<file path="src/rtl/core/pac_pkg.sv">
// pac_pkg: shared constants and types for the premultiplied-alpha converter.
// Used by pac_lane, pac_merge and premultiplied_alpha_converter_core.
// No dependencies.
package pac_pkg;

  // Pixel geometry
  localparam int LANES    = 3;                 // red, green, blue
  localparam int CHAN_W   = 16;                // channel field width
  localparam int BYTE_W   = 8;                 // straight channel width
  localparam int WGT_W    = BYTE_W + 1;        // weight A8 + 1, 1..256
  localparam int QUO_BITS = BYTE_W;            // quotient bits kept after saturation
  localparam int DIV_W    = CHAN_W + 1;        // compare width for shifted divisor
  localparam int CHAN_MAX = 255;

  // Lane pipeline: one setup stage plus one stage per quotient bit
  localparam int PIPE_DEPTH = QUO_BITS + 1;
  // Start accepted to result strobe, including the output register
  localparam int LATENCY    = PIPE_DEPTH + 1;

  // Lane indexes
  localparam int LANE_RED   = 0;
  localparam int LANE_GREEN = 1;
  localparam int LANE_BLUE  = 2;

  typedef enum logic {
    MODE_PREMUL   = 1'b0,
    MODE_UNPREMUL = 1'b1
  } mode_t;

  // Sideband that travels next to the lanes
  typedef struct packed {
    logic              run_end;
    logic [CHAN_W-1:0] alpha;
  } ctrl_t;

  // One lane's finished channel
  typedef struct packed {
    logic [CHAN_W-1:0] value;
    logic              clip;
  } lane_res_t;

endpackage

</file>
<file path="src/rtl/core/pac_lane.sv">
// pac_lane: one colour channel. Premultiply by one 8x9 multiply, or
// unpremultiply by a restoring divider pipelined one quotient bit per stage.
// Depends on pac_pkg.
module pac_lane (
  input  logic                            clk,
  input  pac_pkg::mode_t                  mode_i,
  input  logic [pac_pkg::CHAN_W-1:0]      chan_i,
  input  logic [pac_pkg::WGT_W-1:0]       wgt_i,
  output pac_pkg::lane_res_t              res_o
);

  localparam int Q = pac_pkg::QUO_BITS;

  pac_pkg::mode_t                mode_r [0:Q];
  logic                          ovf_r  [0:Q];
  logic [pac_pkg::WGT_W-1:0]     wgt_r  [0:Q];
  logic [pac_pkg::CHAN_W-1:0]    rem_r  [0:Q];
  logic [Q-1:0]                  quo_r  [0:Q];

  logic [pac_pkg::CHAN_W-1:0]    rem_nxt [1:Q];
  logic [Q-1:0]                  quo_nxt [1:Q];
  logic [pac_pkg::DIV_W-1:0]     dvs     [1:Q];

  logic [pac_pkg::DIV_W-1:0]     prod;
  logic [pac_pkg::CHAN_W-1:0]    rem0_nxt;
  logic                          ovf0_nxt;

  // Setup stage: product for premultiply, overflow check for unpremultiply.
  // Quotient exceeds 255 exactly when C16 >= 256 * w.
  always_comb begin
    prod     = pac_pkg::DIV_W'(chan_i[pac_pkg::BYTE_W-1:0]) * pac_pkg::DIV_W'(wgt_i);
    ovf0_nxt = (mode_i == pac_pkg::MODE_UNPREMUL) &&
               ({1'b0, chan_i} >= {wgt_i, pac_pkg::BYTE_W'(0)});
    rem0_nxt = (mode_i == pac_pkg::MODE_PREMUL) ? prod[pac_pkg::CHAN_W-1:0] : chan_i;
  end

  // Divider stages: stage s settles quotient bit Q-s
  always_comb begin
    for (int s = 1; s <= Q; s++) begin
      dvs[s]     = pac_pkg::DIV_W'(wgt_r[s-1]) << (Q - s);
      rem_nxt[s] = rem_r[s-1];
      quo_nxt[s] = quo_r[s-1];
      if (mode_r[s-1] == pac_pkg::MODE_UNPREMUL && !ovf_r[s-1] &&
          {1'b0, rem_r[s-1]} >= dvs[s]) begin
        rem_nxt[s]        = rem_r[s-1] - dvs[s][pac_pkg::CHAN_W-1:0];
        quo_nxt[s][Q - s] = 1'b1;
      end
    end
  end

  // Pipeline registers (payload only, no reset)
  always_ff @(posedge clk) begin
    mode_r[0] <= mode_i;
    ovf_r[0]  <= ovf0_nxt;
    wgt_r[0]  <= wgt_i;
    rem_r[0]  <= rem0_nxt;
    quo_r[0]  <= '0;
    for (int s = 1; s <= Q; s++) begin
      mode_r[s] <= mode_r[s-1];
      ovf_r[s]  <= ovf_r[s-1];
      wgt_r[s]  <= wgt_r[s-1];
      rem_r[s]  <= rem_nxt[s];
      quo_r[s]  <= quo_nxt[s];
    end
  end

  // Final channel value with saturation
  always_comb begin
    res_o.clip = (mode_r[Q] == pac_pkg::MODE_UNPREMUL) && ovf_r[Q];
    if (mode_r[Q] == pac_pkg::MODE_PREMUL) begin
      res_o.value = rem_r[Q];
    end else if (ovf_r[Q]) begin
      res_o.value = pac_pkg::CHAN_W'(pac_pkg::CHAN_MAX);
    end else begin
      res_o.value = pac_pkg::CHAN_W'(quo_r[Q]);
    end
  end

endmodule

</file>
<file path="src/rtl/core/pac_merge.sv">
// pac_merge: joins the three lane results with the sideband into one
// registered result transaction and ORs the lane clip flags.
// Depends on pac_pkg.
module pac_merge (
  input  logic                          clk,
  input  logic                          rst_n,
  input  logic                          valid_i,
  input  pac_pkg::ctrl_t                ctrl_i,
  input  pac_pkg::lane_res_t            res_i [pac_pkg::LANES],
  output logic                          valid_o,
  output logic [pac_pkg::CHAN_W-1:0]    red_o,
  output logic [pac_pkg::CHAN_W-1:0]    green_o,
  output logic [pac_pkg::CHAN_W-1:0]    blue_o,
  output logic [pac_pkg::CHAN_W-1:0]    alpha_o,
  output logic                          clip_o,
  output logic                          run_end_o
);

  logic                       valid_r;
  logic [pac_pkg::CHAN_W-1:0] red_r, green_r, blue_r, alpha_r;
  logic                       clip_r, run_end_r;
  logic                       clip_nxt;

  // Any saturated lane flags the pixel
  always_comb begin
    clip_nxt = 1'b0;
    for (int l = 0; l < pac_pkg::LANES; l++) begin
      clip_nxt = clip_nxt | res_i[l].clip;
    end
  end

  // Strobe register
  always_ff @(posedge clk) begin
    if (!rst_n) begin
      valid_r <= 1'b0;
    end else begin
      valid_r <= valid_i;
    end
  end

  // Result payload register
  always_ff @(posedge clk) begin
    red_r     <= res_i[pac_pkg::LANE_RED].value;
    green_r   <= res_i[pac_pkg::LANE_GREEN].value;
    blue_r    <= res_i[pac_pkg::LANE_BLUE].value;
    alpha_r   <= ctrl_i.alpha;
    clip_r    <= clip_nxt;
    run_end_r <= ctrl_i.run_end;
  end

  assign valid_o   = valid_r;
  assign red_o     = red_r;
  assign green_o   = green_r;
  assign blue_o    = blue_r;
  assign alpha_o   = alpha_r;
  assign clip_o    = clip_r;
  assign run_end_o = run_end_r;

endmodule

</file>
<file path="src/rtl/core/premultiplied_alpha_converter_core.sv">
// premultiplied_alpha_converter_core: top level of the RGBA alpha converter.
// Instantiates three pac_lane channels and pac_merge; depends on pac_pkg.
//
// Usage:
//   Input channel: a transaction is taken at a rising edge with start high
//   and busy low. busy is always low, so one pixel may enter every cycle.
//   in_mode selects premultiply (8-bit straight to 16-bit premultiplied)
//   or unpremultiply (16-bit premultiplied to 8-bit straight, saturating).
//   Result channel: each result is on the out_ ports for one cycle, marked
//   by out_valid. Results leave in input order, one per transaction.
//   Path: an accepted pixel passes one setup stage, eight divider stages
//   and one output register before its result reaches the out_ ports.
//   Throughput: one pixel per cycle; each lane's divider is pipelined one
//   quotient bit per stage, so every stage holds a different pixel.
//   Reset (rst_n low, synchronous) clears the valid bits of the pipeline;
//   transactions in flight are dropped. The receiver cannot stall, so no
//   backpressure path exists and results are never held.
module premultiplied_alpha_converter_core (
  input  logic                        clk,
  input  logic                        rst_n,
  input  logic                        start,
  output logic                        busy,
  input  logic                        in_mode,
  input  logic [pac_pkg::CHAN_W-1:0]  in_red_in,
  input  logic [pac_pkg::CHAN_W-1:0]  in_green_in,
  input  logic [pac_pkg::CHAN_W-1:0]  in_blue_in,
  input  logic [pac_pkg::CHAN_W-1:0]  in_alpha_in,
  input  logic                        in_run_end,
  output logic                        out_valid,
  output logic [pac_pkg::CHAN_W-1:0]  out_red_out,
  output logic [pac_pkg::CHAN_W-1:0]  out_green_out,
  output logic [pac_pkg::CHAN_W-1:0]  out_blue_out,
  output logic [pac_pkg::CHAN_W-1:0]  out_alpha_out,
  output logic                        out_clipped,
  output logic                        out_run_end_out
);

  localparam int D = pac_pkg::PIPE_DEPTH;

  pac_pkg::mode_t              mode;
  logic [pac_pkg::WGT_W-1:0]   wgt;
  logic [pac_pkg::DIV_W-1:0]   alpha_pm;
  pac_pkg::ctrl_t              ctrl_nxt;
  logic                        accept;

  logic                        vld_r  [0:D-1];
  pac_pkg::ctrl_t              ctrl_r [0:D-1];

  pac_pkg::lane_res_t          lane_res [pac_pkg::LANES];
  logic [pac_pkg::CHAN_W-1:0]  lane_chan [pac_pkg::LANES];

  assign busy   = 1'b0;
  assign accept = start && !busy;

  // Weight w = A8 + 1; A8 is the low byte in premultiply, the high byte otherwise
  always_comb begin
    mode = pac_pkg::mode_t'(in_mode);
    if (mode == pac_pkg::MODE_PREMUL) begin
      wgt = pac_pkg::WGT_W'(in_alpha_in[pac_pkg::BYTE_W-1:0]) + pac_pkg::WGT_W'(1);
    end else begin
      wgt = pac_pkg::WGT_W'(in_alpha_in[pac_pkg::CHAN_W-1:pac_pkg::BYTE_W]) +
            pac_pkg::WGT_W'(1);
    end
    // 255 * w as (w << 8) - w
    alpha_pm = {wgt, pac_pkg::BYTE_W'(0)} - pac_pkg::DIV_W'(wgt);
    ctrl_nxt.run_end = in_run_end;
    ctrl_nxt.alpha   = (mode == pac_pkg::MODE_PREMUL) ?
                       alpha_pm[pac_pkg::CHAN_W-1:0] :
                       pac_pkg::CHAN_W'(in_alpha_in[pac_pkg::CHAN_W-1:pac_pkg::BYTE_W]);
  end

  // Valid bits track transactions through the lane pipeline
  always_ff @(posedge clk) begin
    if (!rst_n) begin
      for (int s = 0; s < D; s++) begin
        vld_r[s] <= 1'b0;
      end
    end else begin
      vld_r[0] <= accept;
      for (int s = 1; s < D; s++) begin
        vld_r[s] <= vld_r[s-1];
      end
    end
  end

  // Sideband shift line, aligned with the lanes
  always_ff @(posedge clk) begin
    ctrl_r[0] <= ctrl_nxt;
    for (int s = 1; s < D; s++) begin
      ctrl_r[s] <= ctrl_r[s-1];
    end
  end

  assign lane_chan[pac_pkg::LANE_RED]   = in_red_in;
  assign lane_chan[pac_pkg::LANE_GREEN] = in_green_in;
  assign lane_chan[pac_pkg::LANE_BLUE]  = in_blue_in;

  // Colour lanes
  for (genvar l = 0; l < pac_pkg::LANES; l++) begin : g_lane
    pac_lane u_lane (
      .clk    (clk),
      .mode_i (mode),
      .chan_i (lane_chan[l]),
      .wgt_i  (wgt),
      .res_o  (lane_res[l])
    );
  end

  // Merge and output register
  pac_merge u_merge (
    .clk       (clk),
    .rst_n     (rst_n),
    .valid_i   (vld_r[D-1]),
    .ctrl_i    (ctrl_r[D-1]),
    .res_i     (lane_res),
    .valid_o   (out_valid),
    .red_o     (out_red_out),
    .green_o   (out_green_out),
    .blue_o    (out_blue_out),
    .alpha_o   (out_alpha_out),
    .clip_o    (out_clipped),
    .run_end_o (out_run_end_out)
  );

  // A result strobe always traces back to an earlier start
  a_strobe_has_start: assert property (@(posedge clk) disable iff (!rst_n)
    out_valid |-> $past(start, pac_pkg::LATENCY))
    else $error("result strobe without matching start");

  // Clipping needs C16 >= 256 * (A8 + 1), impossible when A8 is 255
  a_clip_alpha: assert property (@(posedge clk) disable iff (!rst_n)
    out_valid && out_clipped |->
      out_alpha_out < pac_pkg::CHAN_W'(pac_pkg::CHAN_MAX))
    else $error("clipped result with full alpha");

  // A clipped pixel has at least one colour saturated
  a_clip_sat: assert property (@(posedge clk) disable iff (!rst_n)
    out_valid && out_clipped |->
      out_red_out == pac_pkg::CHAN_W'(pac_pkg::CHAN_MAX) ||
      out_green_out == pac_pkg::CHAN_W'(pac_pkg::CHAN_MAX) ||
      out_blue_out == pac_pkg::CHAN_W'(pac_pkg::CHAN_MAX))
    else $error("clipped result without saturated colour");

endmodule

</file>
<file path="config.mk">
export PLATFORM = sky130hd
export DESIGN_NAME = premultiplied_alpha_converter_core
export DESIGN_NICKNAME = d
export VERILOG_FILES = /design/src/rtl/core/pac_pkg.sv /design/src/rtl/core/pac_lane.sv /design/src/rtl/core/pac_merge.sv /design/src/rtl/core/premultiplied_alpha_converter_core.sv
export SDC_FILE = /design/constraint.sdc
export NUM_CORES = 2
export LEC_CHECK = 0
export ABC_CLOCK_PERIOD_IN_PS = 6600
export BUFFER_PORTS_ARGS = -buffer_cell sky130_fd_sc_hd__buf_4
export CORE_UTILIZATION = 55
export DETAILED_ROUTE_END_ITERATION = 7
export GPL_ROUTABILITY_DRIVEN = 1
export GPL_TIMING_DRIVEN = 0
export PLACE_DENSITY = 0.75
export REMOVE_ABC_BUFFERS = 1
export SLEW_MARGIN = 20
export SYNTH_ARGS = -nofsm -noshare
export SYNTH_HDL_FRONTEND = slang
export SYNTH_SLANG_ARGS = --single-unit
</file>
<file path="constraint.sdc">
create_clock -name clk -period 6.6 [get_ports clk]
set_input_delay 0.33 -clock clk [delete_from_list [all_inputs] [get_ports clk]]
set_output_delay 0.33 -clock clk [all_outputs]
set_load 0.01 [all_outputs]
</file>
## Word level (Yosys, flattened, before mapping)

Memories as Yosys holds them, arrays and structs flattened. A register that Yosys moved wholly into a read port is not among the register bits.
Index checks and enable logic that the tools add are counted.

- Register bits after elaboration: 49
- Bits in writable memories: 1107
- Input bits: 69
- Output and inout bits: 68
- Memories kept: 17
- Word-level logic and storage cells: 238

Memories:

| memory | depth | width | read ports | clocked after Yosys merged registers in | wr ports | line | RTL |
|---|---|---|---|---|---|---|---|
| ctrl_r | 9 | 17 | 9 | 1 | 9 | premultiplied_alpha_converter_core.sv:47 | `pac_pkg::ctrl_t ctrl_r [0:D-1];` |
| g_lane[0].u_lane.rem_r | 9 | 16 | 9 | 0 | 9 | pac_lane.sv:17 | `logic [pac_pkg::CHAN_W-1:0] rem_r [0:Q];` |
| g_lane[1].u_lane.rem_r | 9 | 16 | 9 | 0 | 9 | pac_lane.sv:17 |  |
| g_lane[2].u_lane.rem_r | 9 | 16 | 9 | 0 | 9 | pac_lane.sv:17 |  |
| g_lane[0].u_lane.wgt_r | 9 | 9 | 8 | 0 | 9 | pac_lane.sv:16 | `logic [pac_pkg::WGT_W-1:0] wgt_r [0:Q];` |
| g_lane[1].u_lane.wgt_r | 9 | 9 | 8 | 0 | 9 | pac_lane.sv:16 |  |
| +11 memories | n/a | n/a | n/a | n/a | n/a | n/a |  |

- Bitwise operators: 11
- Multiplexer cells: 70
- Multiply operators: 3
- Reductions and logical operators: 79
- Order comparisons: 27
- Add/subtract/negate cells: 27

Operator list:

| operator | number |
|---|---|
| 16-bit two-way mux | 31 |
| 16-bit by 9-bit subtractor with 16-bit output | 4 |
| 1-bit logical AND | 54 |
| 16-bit by 17-bit greater-or-equal comparator with 1-bit output | 3 |
| 16-bit by 10-bit greater-or-equal comparator with 1-bit output | 3 |
| 16-bit by 11-bit greater-or-equal comparator with 1-bit output | 3 |
| 16-bit by 12-bit greater-or-equal comparator with 1-bit output | 3 |
| 16-bit by 13-bit greater-or-equal comparator with 1-bit output | 3 |
| 16-bit by 14-bit greater-or-equal comparator with 1-bit output | 3 |
| 16-bit by 15-bit greater-or-equal comparator with 1-bit output | 3 |
| 16-bit greater-or-equal comparator | 3 |
| 16-bit by 9-bit greater-or-equal comparator with 1-bit output | 3 |
| 8-bit by 9-bit multiplier with 16-bit output | 3 |
| 16-bit by 10-bit subtractor with 16-bit output | 3 |
| 16-bit by 11-bit subtractor with 16-bit output | 3 |
| 16-bit by 12-bit subtractor with 16-bit output | 3 |
| 16-bit by 13-bit subtractor with 16-bit output | 3 |
| 16-bit by 14-bit subtractor with 16-bit output | 3 |
| 16-bit by 15-bit subtractor with 16-bit output | 3 |
| 16-bit subtractor | 3 |
| 1-bit two-way mux | 35 |
| 1-bit logical NOT | 25 |
| 8-bit two-way mux | 3 |
| 8-bit by 1-bit adder with 9-bit output, second input constant | 2 |
| 2 further kinds | 12 |

## Depth between registers and ports, before layout

An unclocked memory read counts as a cell.

- Depth in word-level cells: 5
- Depth in mapped cells: 27
- Mapped depth without buffers: 23

## Cells and area by module

From an unflattened synthesis, not the netlist that was laid out.

- Cells, all modules: 4329
- Area total of the unflattened synthesis: 45105.8 um^2

By module, submodules not included:

| module | instances | cells an instance | seq. area each (um^2) | area each (um^2) |
|---|---|---|---|---|
| pac_lane (g_lane[2].u_lane) | 1 | 1311 | 5405.2 | 13245.2 |
| pac_lane (g_lane[1].u_lane) | 1 | 1335 | 5405.2 | 13186.4 |
| pac_lane (g_lane[0].u_lane) | 1 | 1321 | 5405.2 | 13158.9 |
| premultiplied_alpha_converter_core | 1 | 293 | 3243.1 | 4161.5 |
| pac_merge | 1 | 69 | 1341.3 | 1353.8 |

## Worst setup path after synthesis

Ideal clock, no wire load.

- Path kind: input-to-reg
- Start: input in_mode
- End: memory g_lane[2].u_lane.rem_r[0][15] (netlist name)
- Data required time: 6.468 ns
- Stages on the path: 27
- Slack: 0.102 ns
- Arrival time: 6.366 ns
- Setup time: 0.132 ns
- Buffers on the path: 5
- Path through: clkbuf_1 > clkbuf_1 > clkbuf_1 > nand2_1 > o21ai_0 > ha_1 > nand4b_1 > a22oi_2 > xnor2_1 > clkbuf_1 > buf_1 > inv_1 > nor2_1 > fa_1 > fa_1 > fa_1 > inv_1 > fa_1 > inv_1 > ha_1 > a21oi_1 > nand2_1 > o21ai_0 > o21ai_0 > a31oi_1 > xnor2_1 > o21ai_0

RTL lines:

| what | line | RTL |
|---|---|---|
| from (decl) | premultiplied_alpha_converter_core.sv:23 | `input logic in_mode,` |
| to (decl) | pac_lane.sv:17 |  |

==> qor.csv <==
stage,metric,value,unit
finish,seq_area,0.0176,mm2
worst_hold_path,hold_end,g_lane[1].u_lane.rem_r[0][5]$_DFF_P_,
floorplan,die_w,273,um
finish,layout_commonest_cell,dfxtp_1,
cts,insertion_delay,0.64,ns
run,cap_violations,0,
logic_synthesis,syn-instance-count,3986,
global_route,grt_usage,23.7,%
global_route,grt_max_degree,122,
cts,cts.clk_slew.worst_paths,0.06,ns
floorplan,initial_utilization,55.5,%
logic_synthesis,async_flop_share,0,%
sta,fin_setup_tns,0,ns
worst_hold_path,hold_start,in_green_in[5],
sta,finalSetupViolCount,0,
global_route,grt_overflow,0,
logic_synthesis,netlist_top_cells_area,"dfxtp_1, ha_1, fa_1",
drt,vias,28000,
sta,grt_setup_unrepaired,false,
setup_path,reg2reg_setup_slack,3.20,ns
sta,hold_viol_final,0,
sta,min_period,6.20,ns
sta,finClkSkew,0.0258,ns
floorplan,pin_count,137,
sta,max_freq,161,MHz
setup_path,crit_type,in2reg,
drt,drt-initial-drc-count,1371,
logic_synthesis,synth_edf_count,0,
finish,diodes,0,
cts,cts_tree,done,
logic_synthesis,yosysTopAreaCell,dfxtp_1,
outcome,status,finished clean,
place,routabilityCongestion,0.926,
cts,cts-root-buf,clkbuf_16,
floorplan,core-area,0.0728,mm2
sta,tightest_slew,0.961,ns
drt,first_pass_iters,7,
floorplan,num_rows,99,
logic_synthesis,ys_warn_count,0,
finish,area_delta_synth_final,14.7,%
power_and_ir_drop,power.density,493,mW/mm2
cts,h-tree-depth,3,
finish,drive_gt1_share,11.2,%
drt,wirelength,88600,um
floorplan,die_area,0.0746,mm2
setup_path,path_max_fanout,122,
sta,finalCritPeriodShare,93.9,%
worst_hold_path,hold_class,in2reg,
drt,ant_nets,0,
setup_path,r2r_start,g_lane[0].u_lane.wgt_r[0][63]$_DFF_P_,
cts,cts_buffers,89,
logic_synthesis,synth_top_area_share,43.5,%
power_and_ir_drop,power_leakage,20.6,nW
finish,nNetsFinal,4742,
place,dp_hpwl,67300,um
global_route,grt_pass1_wl,141000,um
setup_path,required,7.14,ns
worst_hold_path,min_path_cells,3,
drt,wl_per_cell,17.0,um
sta,relSlewSlack,35.2,%
global_route,antenna_found_initial,0,
drt,drc,0,
setup_path,cp.arrival,6.74,ns
cts,cts.sinks,877,
setup_path,worstReg2RegEnd,g_lane[1].u_lane.rem_r[0][141]$_DFF_P_,
logic_synthesis,synth_flop_cell,dfxtp_1,
power_and_ir_drop,irDropWorstVdd,0.329,mV
finish,fillers,5858,
logic_synthesis,seq_area_frac_synth,43.5,%
cts,clockBufferDepth,3,
floorplan,die_h,273,um
power_and_ir_drop,total_power,0.0229,W
logic_synthesis,synthDistinctLibCells,74,
sta,drv_slew,0,
global_route,grt_pass1_vias,27500,
setup_path,ff2ff_path_depth,9,
logic_synthesis,ys_ff_latch,877,
finish,multiInputGateArea,0.0215,mm2
setup_path,crit_path_start_kind,input pin,
finish,final_cell_mix,"dfxtp_1, ha_1, inv_1, nand2_1, o21ai_0",
logic_synthesis,syn_area_per_cell,10.1,um2
logic_synthesis,syn_area,0.0404,mm2
setup_path,end_kind,register,
place,port_buffers,135,
drt,avgViaCountPerCell,5.37,
power by group:
group / switching, W / internal [W] / total (W)
sequential: 0.000958 / 0.00700 / 0.00796
clock: 0.00207 / 0.00330 / 0.00537
combinational: 0.00505 / 0.00448 / 0.00953
cell type report:
class,count,share of cell area [%]
clock buffer,114,5.43
inverter,322,2.61
multi-input combinational,2691,46.3
timing repair buffer,197,3.62
tap,959,2.59
clock inverter,51,1.54
sequential,877,37.9
sequential cells by signal (all words and copies together), names as in the netlist:
register / flops
g_lane.u_lane.rem_r: 432
ctrl_r: 153
g_lane.u_lane.quo_r: 108
g_lane.u_lane.wgt_r: 72
g_lane.u_lane.ovf_r: 27
u_merge.alpha_o: 16
u_merge.blue_o: 16
u_merge.green_o: 16
u_merge.red_o: 16
g_lane.u_lane.mode_r: 9
vld_r: 9
u_merge.clip_o: 1
u_merge.run_end_o: 1
u_merge.valid_o: 1
cells by family (layout without fill, tap and decap cells):
kind of cell | count (synthesis) | in the layout | synth area share (%)
DFF | 877 | 877 | 43.5
buffers and inverters | 419 | 684 | 3.96
adders and majority gates | 495 | 495 | 18.1
muxes | 134 | 134 | 3.67
other | 1 | 1 | 0.00928
xor gates and xnor gates | 250 | 250 | 5.42
AOI/OAI and AO/OA | 719 | 719 | 11.4
and+or+nand+nor | 1091 | 1092 | 14.0
through the flow:
step | hold WS, ns | instance area, um2 | worst slack, ns | std cells | utilization (%)
global placement | 0.310 | 42200 | -4.07 | 4983 | 58.0
detailed placement | 0.312 | 42600 | -2.62 | 5002 | 58.4
global route | 0.0267 | 46300 | 0.0581 | 5211 | 63.6
CTS | 0.000496 | 46300 | 0.106 | 5210 | 63.5
floorplan | 0.310 | 40000 | 0.183 | 3889 | -
finish | 0.0342 | 46300 | 0.402 | 5211 | 63.6
worst max-delay path by stage:
stage	startpoint	end	slack (ns)	cells past startpoint
6_report	in_mode	g_lane[2].u_lane.rem_r[0][15]$_DFF_P_	0.40	25
5_1_grt	in_mode	g_lane[2].u_lane.rem_r[0][15]$_DFF_P_	0.06	25
3_5_place_dp	in_mode	g_lane[0].u_lane.rem_r[0][15]$_DFF_P_	-2.62	25
4_1_cts	in_mode	g_lane[1].u_lane.rem_r[0][15]$_DFF_P_	0.11	26
2_1_floorplan	in_mode	g_lane[2].u_lane.rem_r[0][15]$_DFF_P_	0.18	23
3_3_place_gp	in_mode	g_lane[2].u_lane.rem_r[0][15]$_DFF_P_	-4.07	24
per-layer routing:
layer	track usage (%)	up-vias	part of all wire, %
met3	2.82	255	3.9
met2	43.0	728	50
li1	-	14000	-
met4	13.6	0	5.9
met1	26.9	13000	41
met5	0	-	0
worst max-delay path, cell delays in order:
cell      delay, ns
buf_16         0.31
nand2b_4       0.37
and2_4         0.33
inv_1          0.12
ha_1           0.27
nand4b_1       0.15
nand2_1        0.15
xnor2_4        0.35
buf_6          0.20
inv_1          0.19
nor2_1         0.18
fa_1           0.46
fa_1           0.46
fa_1           0.51
inv_1          0.05
fa_1           0.47
inv_1          0.04
ha_1           0.19
a21oi_1        0.30
nand2_1        0.07
o21ai_0        0.39
o21ai_0        0.18
a31oi_1        0.22
xnor2_1        0.08
o21ai_0        0.23
synthesized netlist by cell type, types with 20 or more instances:
cell	n
a211oi_1	22
nand2_1	260
o21ai_0	227
fa_1	147
and2_1	147
nor2b_1	98
and3_1	36
xnor2_1	137
a21oi_1	168
o21a_1	83
mux2_2	112
ha_1	348
clkbuf_1	80
o31ai_1	31
o31a_1	25
a21o_1	22
nor3_1	90
nor4_1	37
inv_1	321
nand3_1	28
o22a_1	21
mux2i_1	22
dfxtp_1	877
nand2b_1	58
or4_1	20
nor2_1	211
nand4b_1	21
nand4_1	32
xor2_1	113
timing repair:
action	in CTS	in global routing
setup endpoints to repair	30	12
buffers inserted	1	0
hold buffers	42	0
cloned	0	1
pin swaps	1	0
hold endpoints to repair	47	0
gates resized for setup	8	7
Power figures use the tool's default switching activity.
